$ cat config.mk
export PLATFORM = sky130hd
export DESIGN_NAME = dual_motor_step_speed_control
export DESIGN_NICKNAME = d
export VERILOG_FILES = /design/src/dmssc_pkg.sv /design/src/dual_motor_step_speed_control.sv
export SDC_FILE = /design/constraint.sdc
export NUM_CORES = 1
export LEC_CHECK = 0
export BUFFER_PORTS_ARGS = -buffer_cell sky130_fd_sc_hd__buf_2
export CAP_MARGIN = 20
export CORE_ASPECT_RATIO = 1.5
export CORE_MARGIN = 5
export CORE_UTILIZATION = 40
export CTS_BUF_LIST = sky130_fd_sc_hd__clkbuf_2 sky130_fd_sc_hd__clkbuf_4 sky130_fd_sc_hd__clkbuf_8
export DETAILED_ROUTE_END_ITERATION = 7
export PLACE_DENSITY = 0.57
export RECOVER_POWER = 25
export SYNTH_ARGS = -nofsm -noshare
export SYNTH_HDL_FRONTEND = slang
export SYNTH_SLANG_ARGS = --single-unit
$ cat constraint.sdc
create_clock -name clk_i -period 7 [get_ports clk_i]
set_input_delay 1.75 -clock clk_i [delete_from_list [all_inputs] [get_ports clk_i]]
set_output_delay 1.75 -clock clk_i [all_outputs]
set_load 0.05 [all_outputs]
$ cat src/dmssc_pkg.sv
// Package for the dual motor step speed controller.
// Holds the beat payload structs, register indexes, command codes, reset values and the saturated speed.
// No dependencies.
package dmssc_pkg;

  // Register indexes on the configuration port.
  localparam logic CfgTargetSpeed = 1'b0;
  localparam logic CfgSpeedScale  = 1'b1;

  // Input command codes.
  localparam logic CmdStart  = 1'b0;
  localparam logic CmdSample = 1'b1;

  // Reset values of the configuration registers.
  localparam logic [14:0] TargetSpeedReset = 15'd60;
  localparam logic [15:0] SpeedScaleReset  = 16'd46875;

  // Speed reported for a zero period.
  localparam logic [15:0] SpeedMax = 16'hFFFF;

  // One input beat.
  typedef struct packed {
    logic        cmd;
    logic        motor;
    logic [15:0] period;
    logic [7:0]  start_duty;
  } in_beat_t;

  // One result beat.
  typedef struct packed {
    logic        which_motor;
    logic [15:0] measured_speed;
    logic [7:0]  duty_left;
    logic [7:0]  duty_right;
  } out_beat_t;

endpackage

$ cat src/dual_motor_step_speed_control.sv
// Dual motor step speed controller: one beat in, one result beat out.
// A start command or a zero period goes from accept straight to the finish state; a sample
// with a nonzero period first passes through the restoring divider, which makes one
// quotient bit per cycle over the 16 bits of speed_scale.
// Input stalls until a beat is done; the next beat is taken while a result waits.
// Reset (rst_ni low, asynchronous): both duties 0, target_speed 60, speed_scale 46875.
// Depends on dmssc_pkg.
module dual_motor_step_speed_control #(
  parameter int DUTY_BITS   = 8,
  parameter int PERIOD_BITS = 16
) (
  input  logic                 clk_i,
  input  logic                 rst_ni,
  // Configuration write port
  input  logic                 cfg_we_i,
  input  logic                 cfg_idx_i,
  input  logic [15:0]          cfg_data_i,
  // Input channel
  input  logic                 in_valid_i,
  output logic                 in_stall_o,
  input  dmssc_pkg::in_beat_t  in_data_i,
  // Result channel
  output logic                 out_valid_o,
  input  logic                 out_stall_i,
  output dmssc_pkg::out_beat_t out_data_o
);

  // Effective period width and the mask it gives on the 16-bit field.
  localparam int          PeriodWidth = (PERIOD_BITS < 16) ? PERIOD_BITS : 16;
  localparam logic [15:0] PeriodMask  = 16'((33'd1 << PeriodWidth) - 33'd1);

  // Controller states.
  localparam logic [1:0] StIdle = 2'd0;
  localparam logic [1:0] StDiv  = 2'd1;
  localparam logic [1:0] StFin  = 2'd2;

  logic [1:0]           state_q, state_d;
  logic [3:0]           cnt_q, cnt_d;
  logic                 cmd_q, cmd_d;
  logic                 motor_q, motor_d;
  logic [15:0]          div_q, div_d;
  logic [15:0]          rem_q, rem_d;
  logic [15:0]          dvd_q, dvd_d;
  logic [DUTY_BITS-1:0] start_q, start_d;
  logic [14:0]          target_q;
  logic [15:0]          scale_q;
  logic [DUTY_BITS-1:0] left_q, left_d;
  logic [DUTY_BITS-1:0] right_q, right_d;
  logic                 out_valid_q, out_valid_d;
  dmssc_pkg::out_beat_t out_q, out_d;

  logic                 in_beat;
  logic                 out_free;
  logic [15:0]          period_m;
  logic [16:0]          trial;
  logic                 qbit;
  logic [DUTY_BITS-1:0] duty_sel;
  logic [DUTY_BITS-1:0] duty_new;

  assign in_stall_o  = (state_q != StIdle);
  assign in_beat     = in_valid_i && !in_stall_o;
  assign out_free    = !out_valid_q || !out_stall_i;
  assign out_valid_o = out_valid_q;
  assign out_data_o  = out_q;
  assign period_m    = in_data_i.period & PeriodMask;

  // One restoring divide step: shift in the next dividend bit and try the subtract.
  assign trial = {rem_q, dvd_q[15]};
  assign qbit  = (trial >= {1'b0, div_q});

  // Step the sampled motor's duty one toward the target, clamped to its range.
  always_comb begin
    duty_sel = motor_q ? right_q : left_q;
    duty_new = duty_sel;
    if ({1'b0, target_q} > dvd_q) begin
      if (duty_sel != '1) duty_new = duty_sel + DUTY_BITS'(1);
    end else if ({1'b0, target_q} < dvd_q) begin
      if (duty_sel != '0) duty_new = duty_sel - DUTY_BITS'(1);
    end
  end

  // Sequencer: accept, divide for a sample with a nonzero period, then write the result beat and the duties.
  always_comb begin
    state_d     = state_q;
    cnt_d       = cnt_q;
    cmd_d       = cmd_q;
    motor_d     = motor_q;
    div_d       = div_q;
    rem_d       = rem_q;
    dvd_d       = dvd_q;
    start_d     = start_q;
    left_d      = left_q;
    right_d     = right_q;
    out_valid_d = out_valid_q && out_stall_i;
    out_d       = out_q;
    unique case (state_q)
      StIdle: begin
        if (in_beat) begin
          cmd_d   = in_data_i.cmd;
          motor_d = in_data_i.motor;
          div_d   = period_m;
          rem_d   = '0;
          cnt_d   = '0;
          start_d = DUTY_BITS'(in_data_i.start_duty);
          if (in_data_i.cmd == dmssc_pkg::CmdStart) begin
            dvd_d   = '0;
            state_d = StFin;
          end else if (period_m == '0) begin
            dvd_d   = dmssc_pkg::SpeedMax;
            state_d = StFin;
          end else begin
            dvd_d   = scale_q;
            state_d = StDiv;
          end
        end
      end
      StDiv: begin
        rem_d = qbit ? 16'(trial - {1'b0, div_q}) : trial[15:0];
        dvd_d = {dvd_q[14:0], qbit};
        cnt_d = cnt_q + 4'd1;
        if (cnt_q == 4'd15) state_d = StFin;
      end
      StFin: begin
        if (out_free) begin
          if (cmd_q == dmssc_pkg::CmdStart) begin
            left_d  = start_q;
            right_d = start_q;
          end else if (motor_q) begin
            right_d = duty_new;
          end else begin
            left_d  = duty_new;
          end
          out_d.which_motor    = (cmd_q == dmssc_pkg::CmdStart) ? 1'b0 : motor_q;
          out_d.measured_speed = dvd_q;
          out_d.duty_left      = 8'(left_d);
          out_d.duty_right     = 8'(right_d);
          out_valid_d          = 1'b1;
          state_d              = StIdle;
        end
      end
      default: state_d = StIdle;
    endcase
  end

  // Control state and duties.
  always_ff @(posedge clk_i or negedge rst_ni) begin
    if (!rst_ni) begin
      state_q     <= StIdle;
      cnt_q       <= '0;
      left_q      <= '0;
      right_q     <= '0;
      out_valid_q <= 1'b0;
    end else begin
      state_q     <= state_d;
      cnt_q       <= cnt_d;
      left_q      <= left_d;
      right_q     <= right_d;
      out_valid_q <= out_valid_d;
    end
  end

  // Configuration registers.
  always_ff @(posedge clk_i or negedge rst_ni) begin
    if (!rst_ni) begin
      target_q <= dmssc_pkg::TargetSpeedReset;
      scale_q  <= dmssc_pkg::SpeedScaleReset;
    end else if (cfg_we_i) begin
      unique case (cfg_idx_i)
        dmssc_pkg::CfgTargetSpeed: target_q <= cfg_data_i[14:0];
        dmssc_pkg::CfgSpeedScale:  scale_q  <= cfg_data_i;
        default: ;
      endcase
    end
  end

  // Datapath registers.
  always_ff @(posedge clk_i) begin
    cmd_q   <= cmd_d;
    motor_q <= motor_d;
    div_q   <= div_d;
    rem_q   <= rem_d;
    dvd_q   <= dvd_d;
    start_q <= start_d;
    out_q   <= out_d;
  end

  // The divider never runs with a zero divisor.
  a_div_nonzero: assert property (@(posedge clk_i) disable iff (!rst_ni)
    state_q == StDiv |-> div_q != '0)
    else $error("divider running with zero divisor");

  // A start command skips the divider.
  a_start_skips_div: assert property (@(posedge clk_i) disable iff (!rst_ni)
    in_beat && in_data_i.cmd == dmssc_pkg::CmdStart |=> state_q == StFin)
    else $error("start command did not go straight to finish");

  // The last divide step hands over to the finish state.
  a_div_ends: assert property (@(posedge clk_i) disable iff (!rst_ni)
    state_q == StDiv && cnt_q == 4'd15 |=> state_q == StFin)
    else $error("divider did not finish after sixteen steps");

  // A new result beat only comes out of the finish state.
  a_out_from_fin: assert property (@(posedge clk_i) disable iff (!rst_ni)
    $rose(out_valid_q) |-> $past(state_q) == StFin)
    else $error("result beat raised outside finish state");

endmodule

=== Word level (Yosys, flattened, before mapping) ===
Index checks and enable logic that the tools add are counted.

* Register bits after elaboration: 145
* Input port bits: 48
* Output and inout port bits: 35
* Logic and storage cells: 75

* $add $sub $neg: 4
* Order comparisons: 3
* Equality and inequality tests: 7
* Multiplexer cells: 26
* Bitwise logic cells: 1
* Reduce and logical (&&, ||, !) cells: 17

{| class="wikitable"
|+ Operators with widths
! kind !! count
|-
| 16-bit two-way mux || 5
|-
| 8-bit two-way mux || 9
|-
| 16-bit one-hot mux with 2 select lines || 2
|-
| 17-bit by 16-bit >= comparator with 1-bit output || 1
|-
| 15-bit by 16-bit greater-than comparator with 1-bit output || 1
|-
| 16-bit logical NOT || 1
|-
| 15-bit by 16-bit < comparator with 1-bit output || 1
|-
| 16-bit subtractor || 1
|-
| 2-bit two-way mux || 5
|-
| 2-bit AND reduction || 5
|-
| 8-bit by 1-bit adder with 8-bit output, second input constant || 1
|-
| 8-bit inequality test, second input constant || 1
|-
| 4-bit one-hot mux with 2 select lines || 1
|-
| 8-bit nonzero test || 1
|-
| 8-bit by 1-bit subtractor with 8-bit output, second input constant || 1
|-
| 2-bit inequality test, second input constant || 3
|-
| 2-bit one-hot mux with 3 select lines || 1
|-
| 4-bit by 1-bit adder with 4-bit output, second input constant || 1
|-
| 4-bit equality test, second input constant || 1
|-
| 4-bit two-way mux || 1
|-
| 2-bit nonzero test || 2
|-
| 1-bit logical NOT || 3
|-
| 3-bit AND reduction || 1
|-
| 2-bit by 1-bit equality test with 1-bit output, second input constant || 1
|-
| 6 further kinds || 8
|}

=== Logic depth before layout (Yosys ltp) ===
* Depth in word-level cells: 7
* Depth in mapped cells: 14
* Gate-level depth less buffers: 10

=== Worst setup path after synthesis ===
No wires, ideal clock.

* Path type: input -> register
* Start point: input out_stall_i
* End point: register left_q[4]
* Arrival: 3.404 ns
* Required time: 6.933 ns
* Slack: 3.529 ns
* Cell stages on the path: 6
* Path buffers: 1
* Path through: nand2_1 nand2b_1 clkbuf_1 clkinv_1 nand2_1 o221a_1

* Word-level cells in the longest chain between the ends: 3

{| class="wikitable"
|+ RTL lines
! what !! line !! RTL
|-
| start, declared || dual_motor_step_speed_control.sv:24 || <nowiki>input logic out_stall_i,</nowiki>
|-
| 1-bit logical NOT || dual_motor_step_speed_control.sv:62 || <nowiki>assign out_free = !out_valid_q || !out_stall_i;</nowiki>
|-
| 1-bit logical OR || dual_motor_step_speed_control.sv:62 ||
|-
| 2-bit AND reduction (no line) || - ||
|-
| end signal, assigned || dual_motor_step_speed_control.sv:156 || <nowiki>left_q <= left_d;</nowiki>
|-
| end, declared || dual_motor_step_speed_control.sv:47 || <nowiki>logic [DUTY_BITS-1:0] left_q, left_d;</nowiki>
|}

Every way passes these cells.
A chain may end at the register's enable or synchronous reset.

=== Worst setup path in the final report ===
* Start point: register motor_q
* End point: register out_q, in the netlist out_data_o[0] (data pin)

* Word-level cells in the longest chain between the ends: 7
* Elaborated cells between the ends (all ways): 11
* Classes of those cells: add/sub (2); eq/ne (1); mux (7); reduce/logical (1)

{| class="wikitable"
|+ RTL lines
! what !! line !! RTL
|-
| start, declared || dual_motor_step_speed_control.sv:40 || <nowiki>logic motor_q, motor_d;</nowiki>
|-
| start signal, assigned || dual_motor_step_speed_control.sv:179 || <nowiki>motor_q <= motor_d;</nowiki>
|-
| 8-bit two-way mux || dual_motor_step_speed_control.sv:73 || <nowiki>duty_sel = motor_q ? right_q : left_q;</nowiki>
|-
| 8-bit by 1-bit subtractor with 8-bit output or 8-bit nonzero test (tied branches) || dual_motor_step_speed_control.sv:78 || <nowiki>if (duty_sel != '0) duty_new = duty_sel - DUTY_BITS'(1);</nowiki>
|-
| 8-bit two-way mux || dual_motor_step_speed_control.sv:78 ||
|-
| 8-bit two-way mux || dual_motor_step_speed_control.sv:77 || <nowiki>end else if ({1'b0, target_q} < dvd_q) begin</nowiki>
|-
| 8-bit two-way mux || dual_motor_step_speed_control.sv:75 || <nowiki>if ({1'b0, target_q} > dvd_q) begin</nowiki>
|-
| 8-bit two-way mux * || dual_motor_step_speed_control.sv:128 || <nowiki>end else if (motor_q) begin</nowiki>
|-
| 8-bit two-way mux * || dual_motor_step_speed_control.sv:125 || <nowiki>if (cmd_q == dmssc_pkg::CmdStart) begin</nowiki>
|-
| end signal, assigned || dual_motor_step_speed_control.sv:184 || <nowiki>out_q <= out_d;</nowiki>
|-
| end, declared || dual_motor_step_speed_control.sv:50 || <nowiki>dmssc_pkg::out_beat_t out_q, out_d;</nowiki>
|}

Mark *: on every way between the ends. The rest lies on a longest branch, timed or not.

==> summary.txt <==
Synthesis
  – Net count after synthesis: a little under 800
  – Yosys top cell area share: 34.77%
  – Cell taking the most area after synthesis: edfxtp_1
  – Ys async rst share: 37.24%
  – Netlist Area Pre-Place: 7860 sq um
  – Top FF cell, synth: edfxtp_1
  – Yosys reg bits: 145
  – Cells after synthesis: between 700 and 800
  – Register area share after synthesis: about 52%
  – Synth area leaders: edfxtp_1 (35%), dfrtp_1 (13%), ha_1 (5.6%), dfstp_2 (4.7%), mux2_2 (4.6%)
  – Ys Warns: 0
  – Synthesized area per cell: 11.16 sq um
  – Post-synth EDFFs: roughly 90
  – Post-synthesis cell type count: 76

Run
  – Max-Cap Viols: 2

Global routing
  – Grt ovf: 0
  – Pin count of the biggest net entering global routing: 55
  – Global-route wire length before repair: 32.33 mm
  – Initial antenna violation count: 0
  – Vias in the first global route: around 6300
  – GRT Total Usage: 17.86%

STA
  – Hold WS: 0.4536 ns
  – FMAX: 233.6 MHz
  – Final Cycle Share: 61.15%
  – Slew of the pin with the lowest slew margin: around 3 ns
  – Slew margin rel.: -105.1%
  – Final setup fails: 0
  – Final worst slack: 2.719 ns
  – Slew Limit Fails: around 100
  – Setup TNS: 0 ns
  – Fin crit period: around 4.3 ns
  – Setup skew after layout: between 0.02 and 0.025 ns
  – RSZ-0062 raised after global routing: no
  – Final count of hold timing violations: 0

Critical path
  – Worst endpoint required time: slightly above 7 ns
  – CP bufs+invs: 1
  – Critical path startpoint category: register
  – Worst setup path class: reg2reg
  – CP Cell Sequence: clkbuf_1 -> mux2i_1 -> o21ai_2 -> nor3_2 -> nor4_2 -> a21oi_2 -> nor2_1 -> o221a_2
  – Crit path max-delay family: buffers and inverters
  – CP max FO: 48
  – CP max-delay cell: clkbuf_1
  – Slowest stage delay, CP: 1.49 ns
  – Critical Path End Type: register
  – Worst Path Arrival: 4.50 ns

Die
  – Die X: 124.5 um
  – Core Region: 19240 sq um
  – IO Pins: between 80 and 90
  – Num rows: 62
  – Initial Utilization: 40.86%
  – Die Y-Extent: 181.7 um
  – Die area: 22610 sq um

Finish
  – Fin area: ~9000 sq um
  – Commonest cells after routing, fill and taps aside: edfxtp_1 (91), buf_2 (72), nand2_1 (47), a21oi_1 (42), inv_1 (41)
  – FILL cells: between 1500 and 2000
  – Final nets: 869
  – Share of post-route cells with drive strength above 1: 22.18%
  – Area growth syn-to-layout: 13.44%
  – Area of the multi-input gates: 3458 sq um
  – Reg area: 4101 sq um
  – Commonest non-fill, non-tap cell in the layout: edfxtp_1

Placement
  – I/O Buffers: 82
  – Placed Area: 8531 sq um
  – Pre-CTS setup slack: 3.176 ns
  – Placer congestion estimate: around 0.9
  – Hpwl dp: 14.63 mm

Status
  – Status: finished with violations
  – Failing checks: capacitance limit, slew limit

Clock tree
  – CTS tree: yes
  – Cts bufs inserted: 17
  – Postcts setup bufs: 0
  – Clock buffer depth: 2
  – Clock Tree Root: clkbuf_8
  – H-tree depth: 4
  – Sink Count: 145
  – Clk slew on worst S/H paths: 0.09 ns
  – Worst-Skew Late Latency: 0.47 ns
  – CTS resizes: 0
  – Hold buffer count at cts: 0

Routing
  – # DRC: 0
  – Final ANT Viol Nets: 0
  – DRT Pass-1 Iters: 5
  – Total wire length: just over 20 mm
  – Routed vias: roughly 6000
  – Via-per-instance ratio: roughly 5.7
  – Initial drt markers: approximately 460
  – Routed len/inst: 19.10 um

Pwr
  – Pwr Density: 468.3 nW/um^2
  – Pleak: 3.524 nW
  – Total power: roughly 4.2 mW
  – Maximum vdd drop: around 190 uV

Worst hold path
  – Min-Delay Path Class: reg2reg
[cells in the mapped netlist, types with 5 or more instances]
cell	number
xor2_1	5
nor2b_1	10
o211ai_1	23
nand2_1	47
dfstp_2	14
a21o_1	8
o21ai_1	24
ha_1	35
o22ai_1	6
clkbuf_1	22
nand2b_1	13
dfrtp_1	40
nor3_1	17
nor4_1	8
inv_1	41
mux2i_1	14
or3_1	9
a221oi_1	5
mux2_2	32
o21ai_0	39
nand4_1	5
a31oi_1	12
a21oi_1	42
and3_1	5
o21a_1	7
nand3_1	19
nor2_1	28
a211oi_1	6
edfxtp_1	91
[worst reg2reg max path, cell delays in order (launching register included)]
cell and delay (ns):
edfxtp_1 0.32, clkbuf_1 1.49, mux2i_1 0.74, o21ai_2 0.17, nor3_2 0.54, nor4_2 0.13
a21oi_2 0.27, nor2_1 0.10, o221a_2 0.28
[state kept, by name, indices dropped and copies added, names as in the netlist]
register     flops
cmd_q            1
cnt_q            4
div_q           16
dvd_q           16
left_q           8
motor_q          1
out_data_o      33
out_valid_o      1
rem_q           16
right_q          8
scale_q         16
start_q          8
state_q          2
target_q        15
[area by class of cell]
class | count | share of cell area, %
multi-input cells | 486 | 38.79
repair buffers | 92 | 5.262
flip-flops and latches | 145 | 46.00
diodes | 1 | 0.02807
clock buffers | 17 | 2.624
clock inverters | 15 | 1.894
inverters | 43 | 1.810
well taps | 256 | 3.592
[layer usage]
| metal | wire (um) | track usage [%] | vias up |
|---|---|---|---|
| li1 | - | - | 2830 |
| met1 | 7618 | 18.64 | 2941 |
| met2 | 11140 | 34.25 | 165 |
| met3 | 870 | 3.792 | 31 |
| met4 | 524 | 7.459 | 0 |
| met5 | 0 | 0 | - |
[worst paths after layout]
kind / start / endpoint / slack [ns] / cells past startpoint
setup / recovery: motor_q / out_data_o[0] / 2.72 / 8
hold / removal: dvd_q[4] / out_data_o[20] / 0.45 / 0
setup reg to reg: motor_q / out_data_o[0] / 2.72 / 8
hold reg to reg: dvd_q[4] / out_data_o[20] / 0.45 / 0
max in group asynchronous: rst_ni / target_q[8] / 2.86 / 2
min in group asynchronous: rst_ni / left_q[4] / 2.39 / 2
[cell families (layout without fill, tap and decap cells)]
group | after synthesis | after routing | synth area share (%)
multiplexers | 49 | 49 | 6.925
AO/OA/AOI/OAI | 209 | 209 | 17.75
flip-flops | 145 | 145 | 52.18
other | 0 | 1 | 0
XOR/XNOR | 8 | 8 | 0.8915
buffers and inverters | 73 | 167 | 3.820
adder cells (fa/ha/maj) | 36 | 36 | 5.826
AND/OR/NAND/NOR | 184 | 184 | 12.61
[stage by stage]
| stage | utilization, % | instances |
|---|---|---|
| finish | 46.35 | 1055 |
| global route | 46.33 | 1054 |
| CTS | 46.44 | 1054 |
| detailed placement | 44.34 | 1022 |
| global placement | 44.28 | 1021 |
| floorplan | - | 704 |
[report_power, final]
group | internal, mW | switching (mW) | total [mW]
Clock | 0.326 | 0.354 | 0.679
Combinational | 0.699 | 1.30 | 2.00
Sequential | 1.29 | 0.208 | 1.49
Total | 2.31 | 1.86 | 4.18
No activity file was read; power rests on OpenSTA's default activity.
